`config.mk`:
```
export PLATFORM = sky130hd
export DESIGN_NAME = radix_digit_formatter_top
export DESIGN_NICKNAME = d
export VERILOG_FILES = /design/src/rtl/rdf_pkg.sv /design/src/rtl/rdf_ram.sv /design/src/rtl/rdf_ctrl.sv /design/src/rtl/rdf_datapath.sv /design/src/rtl/radix_digit_formatter_top.sv
export VERILOG_INCLUDE_DIRS = /design/src /design/src/rtl
export SDC_FILE = /design/constraint.sdc
export NUM_CORES = 1
export LEC_CHECK = 0
export ABC_CLOCK_PERIOD_IN_PS = 20400
export BUFFER_PORTS_ARGS = -buffer_cell sky130_fd_sc_hd__buf_2
export CAP_MARGIN = 40
export CORE_MARGIN = 5
export CORE_UTILIZATION = 38
export CTS_BUF_LIST = sky130_fd_sc_hd__clkbuf_2
export DETAILED_ROUTE_END_ITERATION = 7
export SLEW_MARGIN = 20
export SYNTH_ARGS = -nofsm -noshare
export SYNTH_HDL_FRONTEND = slang
export SYNTH_SLANG_ARGS = --single-unit
```
`constraint.sdc`:
```
create_clock -name clk_i -period 20.4 [get_ports clk_i]
set_input_delay 4.08 -clock clk_i [delete_from_list [all_inputs] [get_ports clk_i]]
set_output_delay 4.08 -clock clk_i [all_outputs]
set_load 0.03 [all_outputs]
```
`src/rtl/radix_digit_formatter_top_macros.svh`:
```
// Assertion macros shared by the radix digit formatter RTL.
// Included by the modules that carry concurrent checks; no other dependencies.
`ifndef RADIX_DIGIT_FORMATTER_TOP_MACROS_SVH
`define RADIX_DIGIT_FORMATTER_TOP_MACROS_SVH

// Same-cycle implication, disabled while reset is asserted.
`define RDF_ASSERT_IMP(lbl, clk, rstn, ante, cons) \
  lbl: assert property (@(posedge clk) disable iff (!rstn) (ante) |-> (cons)) \
    else $error("same-cycle implication check failed");

// Next-cycle implication, disabled while reset is asserted.
`define RDF_ASSERT_NXT(lbl, clk, rstn, ante, cons) \
  lbl: assert property (@(posedge clk) disable iff (!rstn) (ante) |=> (cons)) \
    else $error("next-cycle implication check failed");

`endif

```
`src/rtl/rdf_pkg.sv`:
```
// Package for the radix digit formatter: widths, register codes, FSM states
// and the command/status structs between controller and datapath. No dependencies.
package rdf_pkg;

  localparam int NUM_W          = 64;
  localparam int CHAR_W         = 8;
  localparam int RADIX_W        = 6;
  localparam int SYMBOL_REGS    = 7;
  localparam int SYM_REG_W      = 64;
  localparam int MAX_SYMBOLS    = 56;
  localparam int MAX_DIGITS_DEF = 64;
  localparam int CFG_IDX_W      = 3;
  localparam int BASE_RESET     = 2;

  // Quotient bits resolved per cycle by the restoring divider.
  localparam int DIV_BITS  = 8;
  localparam int DIV_STEPS = NUM_W / DIV_BITS;
  localparam int STEP_W    = $clog2(DIV_STEPS);

  typedef enum logic [CFG_IDX_W-1:0] {
    REG_BASE_SIZE = 3'd0,
    REG_SYM_0_7   = 3'd1,
    REG_SYM_8_15  = 3'd2,
    REG_SYM_16_23 = 3'd3,
    REG_SYM_24_31 = 3'd4,
    REG_SYM_32_39 = 3'd5,
    REG_SYM_40_47 = 3'd6,
    REG_SYM_48_55 = 3'd7
  } cfg_reg_e;

  typedef enum logic [2:0] {
    ST_IDLE,
    ST_DIVIDE,
    ST_STORE,
    ST_FETCH,
    ST_LOAD
  } ctrl_state_e;

  typedef struct packed {
    logic load;
    logic div_step;
    logic store_digit;
    logic fetch;
    logic load_out;
    logic ptr_dec;
  } ctrl_cmd_t;

  typedef struct packed {
    logic more_digits;
    logic out_free;
    logic ptr_zero;
  } ctrl_status_t;

endpackage

```
`src/rtl/rdf_ram.sv`:
```
// Generic single-write, single-read RAM with a registered read port.
// Standalone; used for the digit store of the radix digit formatter.
module rdf_ram #(
  parameter int WIDTH = 8,
  parameter int DEPTH = 64
) (
  input  logic                     clk_i,
  input  logic                     we_i,
  input  logic [$clog2(DEPTH)-1:0] waddr_i,
  input  logic [WIDTH-1:0]         wdata_i,
  input  logic                     re_i,
  input  logic [$clog2(DEPTH)-1:0] raddr_i,
  output logic [WIDTH-1:0]         rdata_o
);

  logic [WIDTH-1:0] mem_q [DEPTH];
  logic [WIDTH-1:0] rdata_q;

  always_ff @(posedge clk_i) begin
    if (we_i) begin
      mem_q[waddr_i] <= wdata_i;
    end
    if (re_i) begin
      rdata_q <= mem_q[raddr_i];
    end
  end

  assign rdata_o = rdata_q;

endmodule

```
`src/rtl/rdf_ctrl.sv`:
```
// Sequencer of the radix digit formatter: divide, store, fetch and emit steps.
// Depends on rdf_pkg for states and the command/status structs.
module rdf_ctrl (
  input  logic                  clk_i,
  input  logic                  rst_ni,
  input  logic                  in_valid_i,
  output logic                  in_ready_o,
  input  rdf_pkg::ctrl_status_t status_i,
  output rdf_pkg::ctrl_cmd_t    cmd_o
);
  import rdf_pkg::*;

  localparam logic [STEP_W-1:0] STEP_LAST = STEP_W'(DIV_STEPS - 1);

  ctrl_state_e       state_q, state_d;
  logic [STEP_W-1:0] step_q, step_d;

  always_ff @(posedge clk_i or negedge rst_ni) begin
    if (!rst_ni) begin
      state_q <= ST_IDLE;
      step_q  <= '0;
    end else begin
      state_q <= state_d;
      step_q  <= step_d;
    end
  end

  // Next state.
  always_comb begin
    state_d = state_q;
    case (state_q)
      ST_IDLE: begin
        if (in_valid_i) state_d = ST_DIVIDE;
      end
      ST_DIVIDE: begin
        if (step_q == STEP_LAST) state_d = ST_STORE;
      end
      ST_STORE: begin
        state_d = status_i.more_digits ? ST_DIVIDE : ST_FETCH;
      end
      ST_FETCH: begin
        state_d = ST_LOAD;
      end
      ST_LOAD: begin
        if (status_i.out_free) state_d = status_i.ptr_zero ? ST_IDLE : ST_FETCH;
      end
      default: state_d = ST_IDLE;
    endcase
  end

  // The step counter wraps to zero after the last slice of each digit.
  always_comb begin
    step_d = step_q;
    if (state_q == ST_DIVIDE) begin
      step_d = step_q + STEP_W'(1);
    end else begin
      step_d = '0;
    end
  end

  // Outputs.
  always_comb begin
    cmd_o      = '0;
    in_ready_o = 1'b0;
    case (state_q)
      ST_IDLE: begin
        in_ready_o = 1'b1;
        cmd_o.load = in_valid_i;
      end
      ST_DIVIDE: cmd_o.div_step    = 1'b1;
      ST_STORE:  cmd_o.store_digit = 1'b1;
      ST_FETCH:  cmd_o.fetch       = 1'b1;
      ST_LOAD: begin
        cmd_o.load_out = status_i.out_free;
        cmd_o.ptr_dec  = status_i.out_free && !status_i.ptr_zero;
      end
      default: ;
    endcase
  end

endmodule

```
`src/rtl/rdf_datapath.sv`:
```
// Datapath of the radix digit formatter: configuration registers, restoring
// divider, digit store, symbol lookup and output register. Uses rdf_pkg and rdf_ram.
module rdf_datapath #(
  parameter int MAX_DIGITS = rdf_pkg::MAX_DIGITS_DEF
) (
  input  logic                          clk_i,
  input  logic                          rst_ni,
  input  logic                          cfg_valid_i,
  input  logic [rdf_pkg::CFG_IDX_W-1:0] cfg_index_i,
  input  logic [rdf_pkg::SYM_REG_W-1:0] cfg_data_i,
  input  logic [rdf_pkg::NUM_W-1:0]     number_i,
  input  rdf_pkg::ctrl_cmd_t            cmd_i,
  output rdf_pkg::ctrl_status_t         status_o,
  input  logic                          out_ready_i,
  output logic                          out_valid_o,
  output logic [rdf_pkg::CHAR_W-1:0]    out_char_o,
  output logic                          out_last_o
);
  import rdf_pkg::*;

  localparam int AW = $clog2(MAX_DIGITS);
  localparam int CW = $clog2(MAX_DIGITS + 1);

  logic [RADIX_W-1:0]   base_size_q;
  logic [SYM_REG_W-1:0] sym_q [SYMBOL_REGS];
  logic [RADIX_W-1:0]   radix;

  logic [NUM_W-1:0]   quot_q, quot_d;
  logic [RADIX_W-1:0] rem_q, rem_d;
  logic [CW-1:0]      cnt_q, cnt_d, cnt_inc;
  logic [AW-1:0]      ptr_q, ptr_d;
  logic [RADIX_W-1:0] digit_rd;

  logic [CHAR_W-1:0] out_char_q;
  logic              out_last_q;
  logic              out_valid_q, out_valid_d;

  logic [NUM_W-1:0]   step_quot;
  logic [RADIX_W-1:0] step_rem;

  // Configuration registers; the user must write them only while the block is idle (not enforced here).
  always_ff @(posedge clk_i or negedge rst_ni) begin
    if (!rst_ni) begin
      base_size_q <= RADIX_W'(BASE_RESET);
      for (int i = 0; i < SYMBOL_REGS; i++) begin
        sym_q[i] <= '0;
      end
    end else if (cfg_valid_i) begin
      case (cfg_reg_e'(cfg_index_i))
        REG_BASE_SIZE: base_size_q <= cfg_data_i[RADIX_W-1:0];
        REG_SYM_0_7:   sym_q[0] <= cfg_data_i;
        REG_SYM_8_15:  sym_q[1] <= cfg_data_i;
        REG_SYM_16_23: sym_q[2] <= cfg_data_i;
        REG_SYM_24_31: sym_q[3] <= cfg_data_i;
        REG_SYM_32_39: sym_q[4] <= cfg_data_i;
        REG_SYM_40_47: sym_q[5] <= cfg_data_i;
        REG_SYM_48_55: sym_q[6] <= cfg_data_i;
        default: ;
      endcase
    end
  end

  // Radix in use: clamped into the range the symbol table supports.
  always_comb begin
    radix = base_size_q;
    if (base_size_q inside {RADIX_W'(0), RADIX_W'(1)}) begin
      radix = RADIX_W'(2);
    end else if (base_size_q > RADIX_W'(MAX_SYMBOLS)) begin
      radix = RADIX_W'(MAX_SYMBOLS);
    end
  end

  // One slice of restoring division: DIV_BITS quotient bits per cycle. The
  // partial remainder stays below the radix, so each trial is seven bits wide.
  always_comb begin
    logic [RADIX_W:0] trial;
    step_quot = quot_q;
    step_rem  = rem_q;
    for (int b = 0; b < DIV_BITS; b++) begin
      trial     = {step_rem, step_quot[NUM_W-1]};
      step_quot = {step_quot[NUM_W-2:0], 1'b0};
      if (trial >= {1'b0, radix}) begin
        trial        = trial - {1'b0, radix};
        step_quot[0] = 1'b1;
      end
      step_rem = trial[RADIX_W-1:0];
    end
  end

  assign cnt_inc = cnt_q + CW'(1);

  always_comb begin
    quot_d = quot_q;
    rem_d  = rem_q;
    cnt_d  = cnt_q;
    ptr_d  = ptr_q;
    if (cmd_i.load) begin
      quot_d = number_i;
      rem_d  = '0;
      cnt_d  = '0;
    end
    if (cmd_i.div_step) begin
      quot_d = step_quot;
      rem_d  = step_rem;
    end
    if (cmd_i.store_digit) begin
      rem_d = '0;
      cnt_d = cnt_inc;
      ptr_d = cnt_q[AW-1:0];
    end
    if (cmd_i.ptr_dec) begin
      ptr_d = ptr_q - AW'(1);
    end
  end

  always_ff @(posedge clk_i or negedge rst_ni) begin
    if (!rst_ni) begin
      quot_q <= '0;
      rem_q  <= '0;
      cnt_q  <= '0;
      ptr_q  <= '0;
    end else begin
      quot_q <= quot_d;
      rem_q  <= rem_d;
      cnt_q  <= cnt_d;
      ptr_q  <= ptr_d;
    end
  end

  // Digits land least significant first and are read back from the top.
  rdf_ram #(
    .WIDTH (RADIX_W),
    .DEPTH (MAX_DIGITS)
  ) u_digit_ram (
    .clk_i   (clk_i),
    .we_i    (cmd_i.store_digit),
    .waddr_i (cnt_q[AW-1:0]),
    .wdata_i (rem_q),
    .re_i    (cmd_i.fetch),
    .raddr_i (ptr_q),
    .rdata_o (digit_rd)
  );

  // Symbol lookup: the register group wraps modulo the number of groups.
  function automatic logic [CHAR_W-1:0] symbol_of(
    input logic [SYM_REG_W-1:0] regs [SYMBOL_REGS],
    input logic [RADIX_W-1:0]   digit
  );
    logic [2:0]           grp;
    logic [SYM_REG_W-1:0] word;
    grp = digit[RADIX_W-1:3];
    if (grp == 3'(SYMBOL_REGS)) begin
      grp = '0;
    end
    word = regs[grp];
    return word[digit[2:0]*CHAR_W +: CHAR_W];
  endfunction

  // Output register; a new character loads only once the previous beat has left or is leaving.
  always_ff @(posedge clk_i) begin
    if (cmd_i.load_out) begin
      out_char_q <= symbol_of(sym_q, digit_rd);
      out_last_q <= (ptr_q == '0);
    end
  end

  always_comb begin
    out_valid_d = out_valid_q;
    if (cmd_i.load_out) begin
      out_valid_d = 1'b1;
    end else if (out_ready_i) begin
      out_valid_d = 1'b0;
    end
  end

  always_ff @(posedge clk_i or negedge rst_ni) begin
    if (!rst_ni) begin
      out_valid_q <= 1'b0;
    end else begin
      out_valid_q <= out_valid_d;
    end
  end

  assign status_o.more_digits = (quot_q != '0) && (cnt_inc < CW'(MAX_DIGITS));
  assign status_o.out_free    = !out_valid_q || out_ready_i;
  assign status_o.ptr_zero    = (ptr_q == '0);

  assign out_valid_o = out_valid_q;
  assign out_char_o  = out_char_q;
  assign out_last_o  = out_last_q;

`include "radix_digit_formatter_top_macros.svh"

  `RDF_ASSERT_IMP(a_load_needs_free_slot, clk_i, rst_ni, cmd_i.load_out, !out_valid_q || out_ready_i)
  `RDF_ASSERT_IMP(a_store_within_depth, clk_i, rst_ni, cmd_i.store_digit, cnt_q < CW'(MAX_DIGITS))
  `RDF_ASSERT_NXT(a_ptr_tracks_count, clk_i, rst_ni, cmd_i.store_digit, CW'(ptr_q) + CW'(1) == cnt_q)

endmodule

```
`src/rtl/radix_digit_formatter_top.sv`:
```
// Top level of the radix digit formatter: stream ports and configuration port.
// Instantiates rdf_ctrl and rdf_datapath; depends on rdf_pkg.

// Converts each accepted 64-bit unsigned number into its digits in the radix held
// in register 0 (values below 2 act as 2, above 56 as 56) and sends one beat per
// digit, most significant first, each beat carrying the symbol looked up in
// registers 1 to 7 and tlast on the final digit; zero gives one beat with the
// symbol of digit value 0. A number of d digits (1 <= d <= MAX_DIGITS; more
// significant digits beyond MAX_DIGITS are dropped) is done in two phases: the
// restoring divider, which resolves 8 quotient bits per cycle, produces all
// digits into the digit RAM; then each is read back through the RAM's registered
// port and loaded into the output register once the output slot is free. The
// next number is taken as soon as the final beat of the previous one sits in
// the output register. The configuration port is always ready and must only
// be written while the block is idle.
module radix_digit_formatter_top #(
  parameter int MAX_DIGITS = rdf_pkg::MAX_DIGITS_DEF
) (
  input  logic                          clk_i,
  input  logic                          rst_ni,
  // Input stream.
  input  logic                          s_axis_tvalid,
  output logic                          s_axis_tready,
  input  logic [rdf_pkg::NUM_W-1:0]     s_axis_tdata,  // [63:0] number
  // Output stream.
  output logic                          m_axis_tvalid,
  input  logic                          m_axis_tready,
  output logic [rdf_pkg::CHAR_W-1:0]    m_axis_tdata,  // [7:0] char_code
  output logic                          m_axis_tlast,
  // Configuration write channel.
  input  logic                          cfg_valid_i,
  output logic                          cfg_ready_o,
  input  logic [rdf_pkg::CFG_IDX_W-1:0] cfg_index_i,
  input  logic [rdf_pkg::SYM_REG_W-1:0] cfg_data_i
);
  import rdf_pkg::*;

  ctrl_cmd_t    cmd;
  ctrl_status_t status;

  assign cfg_ready_o = 1'b1;

  rdf_ctrl u_ctrl (
    .clk_i      (clk_i),
    .rst_ni     (rst_ni),
    .in_valid_i (s_axis_tvalid),
    .in_ready_o (s_axis_tready),
    .status_i   (status),
    .cmd_o      (cmd)
  );

  rdf_datapath #(
    .MAX_DIGITS (MAX_DIGITS)
  ) u_datapath (
    .clk_i       (clk_i),
    .rst_ni      (rst_ni),
    .cfg_valid_i (cfg_valid_i),
    .cfg_index_i (cfg_index_i),
    .cfg_data_i  (cfg_data_i),
    .number_i    (s_axis_tdata),
    .cmd_i       (cmd),
    .status_o    (status),
    .out_ready_i (m_axis_tready),
    .out_valid_o (m_axis_tvalid),
    .out_char_o  (m_axis_tdata),
    .out_last_o  (m_axis_tlast)
  );

endmodule
```
==> flow_summary.yaml, run 1 <==
layout:
  final_core_util_pct: 42.9
  syn_to_final_growth_pct: 11.8
  fin_cells: 5205
  nNetsFinal: 3681
  multi_input_area_um2: 17500
  drive_gt1_share_pct: 34.6
  mostFrequentLayoutCells: "dfrtp_1, mux2_2, edfxtp_1, clkbuf_2, nor2_1"
  n_fill_cell: 10600
  seq_area_um2: 25600
  layout_commonest_cell: "dfrtp_1"
timing:
  tns_ns: 0
  rsz0062_at_grt: "false"
  fin_crit_sh_pct: 91.7
  clock_skew_ns: 0.142
  fmax_ghz: 0.0534
  fin_crit_ns: 18.71
  relSlewSlack_pct: 35.8
  hold_violations: 0
  worstMarginPinSlew_ns: 0.964
  setup_violations: 0
  drv_slew: 0
  hold_ws_ns: 0.445
place:
  place_hpwl_um: 71400
  io_buffers: 146
  gp_congestion: 0.842
  dp_cells: 4749
die:
  start_util_pct: 38.3
  coreArea_um2: 115000
  dieHeight_um: 350
  die_w_um: 350
  dieArea_um2: 123000
  rows: 124
  ios: 148
route:
  final_antenna_net_count: 0
  drt_iter0_markers: 2101
  via_per_inst: 5.51
  drcViolationCount: 0
  dr.pass1.iters: 6
  wl_um: 114000
  drt-wirelength-per-cell_um: 22.0
  dr_total_vias: 28700
synth:
  synth_top_flop_cell: "dfrtp_1"
  yosysSeqAreaShare_pct: 58.2
  ys_ff_latch: 943
  synth-edff-count: 399
  synth_area_um2: 44000
  synth_cells: 3226
  async_reset_ff_share_pct: 57.7
  postSynthAreaPerCell_um2: 13.6
  synth_fp_nets: 3423
  ys_types: 85
  ys_warn_count: 0
grt:
  antenna_found_initial: 31
  grt_pass1_wl_um: 178000
  grt_start_max_net_pins: 181
  grt_pass1_vias: 29400
  overflow: 0
  grt_usage_pct: 18.7
run_status:
  status: "finished, final reports clean"
setup_path:
  cp_max_fo: 9
  crit_type: "flip-flop to flip-flop"
  endpoint_kind: "flip-flop"
  slowest_stage: "o311a_1"
  crit_top_cell: "o21ai_0"
  crit_arrival_ns: 20.14
  worstPathRequired_ns: 21.83
  cp-start-kind: "flip-flop"
  cpPeakStageDelay_ns: 0.55
job:
  cap_violations: 0
cts:
  cts_hold_buf: 0
  path_clk_slew_ns: 0.12
  cts.sinks: 943
  clock_path_buffers: 3
  root_buffer: "clkbuf_2"
  cts_tree: "yes"
  htreeDepth: 4
  worstSkewPairLatency_ns: 1.54
  cts_made_buffers: 240
  cts_setup_buffers: 0
worst_hold_path:
  hold_class: "flip-flop to flip-flop"
[kinds of logic (layout without fill, tap and decap cells)]
family | count (synthesis) | in the layout | synth area share (%)
other | 1 | 18 | 0.00853
flip-flops | 943 | 943 | 58.2
multiplexers | 740 | 740 | 22.0
AND/OR/NAND/NOR | 645 | 645 | 6.86
AO/OA/AOI/OAI | 564 | 564 | 8.34
adder cells (fa/ha/maj) | 61 | 61 | 1.87
XOR/XNOR | 26 | 26 | 0.518
buffers and inverters | 246 | 696 | 2.15
[critical path, delay by kind of cell (launching register included)]
kind	cells	cell delay [ns]
compound gates	40	9.49
buf+inv	4	0.34
flops	1	0.41
fa+ha+maj	8	2.65
mux	3	1.17
simple gates	23	4.43
[cell type report]
| cell class | instances | area share (%) |
|---|---|---|
| diodes | 17 | 0.0865 |
| clock buffers | 354 | 3.60 |
| clock inverters | 80 | 1.03 |
| inverters | 44 | 0.336 |
| multi-input cells | 2037 | 35.5 |
| flip-flops and latches | 943 | 52.1 |
| well taps | 1512 | 3.85 |
| repair buffers | 218 | 3.45 |
[stage by stage]
step | setup WS, ns | cell area (um2)
5_1_grt | 0.157 | 49100
4_1_cts | 1.86 | 49000
6_report | 1.69 | 49200
3_3_place_gp | 2.46 | 46200
3_5_place_dp | 1.99 | 46700
2_1_floorplan | 4.76 | 44000
[state kept, by name (all words and copies together) (netlist names)]
signal                          cells
u_datapath.base_size_q              6
u_datapath.out_last_o               1
u_datapath.quot_q                  64
u_ctrl.step_q                       3
u_datapath.ptr_q                    6
u_datapath.rem_q                    6
u_ctrl.state_q                      3
u_datapath.cnt_q                    7
u_datapath.out_char_o               8
u_datapath.u_digit_ram.mem_q      384
u_datapath.out_valid_o              1
u_datapath.u_digit_ram.rdata_o      6
u_datapath.sym_q                  448
[cell usage after synthesis, types with 94 or more instances]
library cell / n / share of area (%)
mux4_2: 132 / 6.8
o21ai_0: 102 / 1.2
o22ai_1: 94 / 1.3
nor2b_1: 104 / 1.5
nand2_1: 125 / 1.1
a21oi_1: 158 / 1.8
dfrtp_1: 543 / 31
clkbuf_1: 163 / 1.4
edfxtp_1: 399 / 27
mux2i_1: 106 / 2.4
mux2_2: 501 / 13
nor2_1: 279 / 2.4
[metal layers]
layer	vias up	global-route usage [%]	part of all wire, %
met1	14600	26.1	45
met3	218	4.48	6.4
met2	887	29.1	46
met4	22	5.63	2.2
li1	12900	-	-
met5	-	0	0.12
[what timing repair did]
item,4_1_cts,5_1_grt
hold endpoints to repair,0,0
setup endpoints to repair,0,3
gates resized for setup,0,2
[worst paths after layout]
path                                                start                    end  slack, ns  cells past startpoint
worst max-delay path            u_datapath.base_size_q[4]    u_datapath.rem_q[5]       1.69                     78
worst min-delay path                     u_ctrl.step_q[0]       u_ctrl.step_q[0]       0.45                      1
worst max register to register  u_datapath.base_size_q[4]    u_datapath.rem_q[5]       1.69                     78
worst min register to register           u_ctrl.step_q[0]       u_ctrl.step_q[0]       0.45                      1
max in group asynchronous                          rst_ni  u_datapath.quot_q[59]      15.84                      4
min in group asynchronous                          rst_ni  u_datapath.sym_q[135]       2.48                      1
Power of run 1 is not shown: default switching activity piles up to over one toggle a cycle in this logic, so the estimate is an artifact.
==> run 2, diff against run 1 <==
PLACE_DENSITY = 0.63   (was not set)
==> flow_summary.yaml, run 2 (synthesized netlist as in run 1, its figures left out) <==
die:
  coreArea_um2: 115000
  dieHeight_um: 350
  rows: 124
  die_w_um: 350
  ios: 148
  dieArea_um2: 123000
  start_util_pct: 38.3
route:
  wl_met1_um: 48800
  dr_total_vias: 28600
  drcViolationCount: 0
  wl_um: 111000
  drt-wirelength-per-cell_um: 21.4
  final_antenna_net_count: 0
  drt_iter0_markers: 2022
  highest_layer: "met5"
  dr.pass1.iters: 6
  via_per_inst: 5.49
  met3_length_um: 8800
  routed-wl-met2_um: 50900
cts:
  path_clk_slew_ns: 0.11
  cts_hold_buf: 0
  worstSkewPairLatency_ns: 1.50
  cts.sinks: 943
  ctsResizeCount: 0
  clock_path_buffers: 3
  htreeDepth: 4
  cts_setup_buffers: 0
  cts_made_buffers: 240
  root_buffer: "clkbuf_2"
  cts_tree: "yes"
timing:
  relSlewSlack_pct: 28.1
  setup_violations: 0
  hold_violations: 0
  tns_ns: 0
  fmax_ghz: 0.0541
  clock_skew_ns: 0.130
  fin_crit_sh_pct: 90.6
  drv_slew: 0
  fin_crit_ns: 18.48
  worstMarginPinSlew_ns: 1.08
  rsz0062_at_grt: "false"
worst_hold_path:
  hold_class: "flip-flop to flip-flop"
  hold_depth: 1
grt:
  grt_pass1_wl_um: 173000
  antenna_found_initial: 37
  grt_start_max_net_pins: 168
  grt_usage_pct: 18.0
  grt_pass1_vias: 29300
  overflow: 0
layout:
  syn_to_final_growth_pct: 11.2
  largest_register: "u_datapath.sym_q"
  drive_gt1_share_pct: 34.6
  reg.largest.list: "u_datapath.sym_q: 448 flops, u_datapath.u_digit_ram.mem_q: 384 flops, u_datapath.quot_q: 64 flops"
  layout_commonest_cell: "dfrtp_1"
  nNetsFinal: 3674
  mostFrequentLayoutCells: "dfrtp_1, mux2_2, edfxtp_1, clkbuf_2, nor2_1"
  largest_reg_flops: 448
  n_fill_cell: 10600
  design_area_um2: 48900
  fin_cells: 5198
setup_path:
  cp.depth: 78
  cp_max_fo: 9
  slowest_stage: "a211oi_1"
  crit_top_cell: "o21ai_0"
  cp_top_family: "compound AO/OA/AOI/OAI gates"
  cpPeakStageDelay_ns: 0.50
  endpoint_kind: "flip-flop"
  r2r_cells: 78
  cp-start-kind: "flip-flop"
  worstPathRequired_ns: 21.69
  cp.buffers_inverters: 4
  crit_arrival_ns: 19.77
  crit_type: "flip-flop to flip-flop"
run_status:
  status: "finished, final reports clean"
place:
  placed_area_um2: 46600
  dp_cells: 4744
  gp_congestion: 0.856
  io_buffers: 146
  place_hpwl_um: 70100
job:
  cap_violations: 0
run 2: routing by layer:
| layer | vias up | global-route usage, % |
|---|---|---|
| li1 | 12900 | - |
| met1 | 14500 | 24.3 |
| met2 | 945 | 27.9 |
| met3 | 223 | 5.54 |
| met4 | 24 | 6.27 |
| met5 | - | 0 |
run 2: stage by stage:
step | hold slack (ns) | setup slack, ns | utilization [%]
floorplan | 0.410 | 4.76 | -
global placement | 0.430 | 2.50 | 40.3
detailed placement | 0.425 | 1.89 | 40.7
CTS | 0.441 | 1.81 | 42.5
global route | 0.464 | 0.0909 | 42.6
finish | 0.437 | 1.92 | 42.6
run 2: layout make-up:
type	count	area, um2	share of cell area, %
multi-input combinational	2037	17500	35.7
clock buffer	359	1800	3.67
sequential	943	25600	52.4
timing repair buffer	211	1540	3.15
tap	1512	1890	3.87
antenna	25	62.6	0.128
clock inverter	67	363	0.742
inverter	44	165	0.338
run 2: worst paths after layout:
check	start	endpoint	slack [ns]
worst min register to register	u_ctrl.step_q[0]	u_ctrl.step_q[0]	0.44
worst min-delay path	u_ctrl.step_q[0]	u_ctrl.step_q[0]	0.44
min in group asynchronous	rst_ni	u_datapath.sym_q[71]	2.61
worst max register to register	u_datapath.base_size_q[4]	u_datapath.rem_q[4]	1.92
max in group asynchronous	rst_ni	u_datapath.sym_q[375]	15.86
worst max-delay path	u_datapath.base_size_q[4]	u_datapath.rem_q[4]	1.92
Power of run 2 is left out for the same reason.
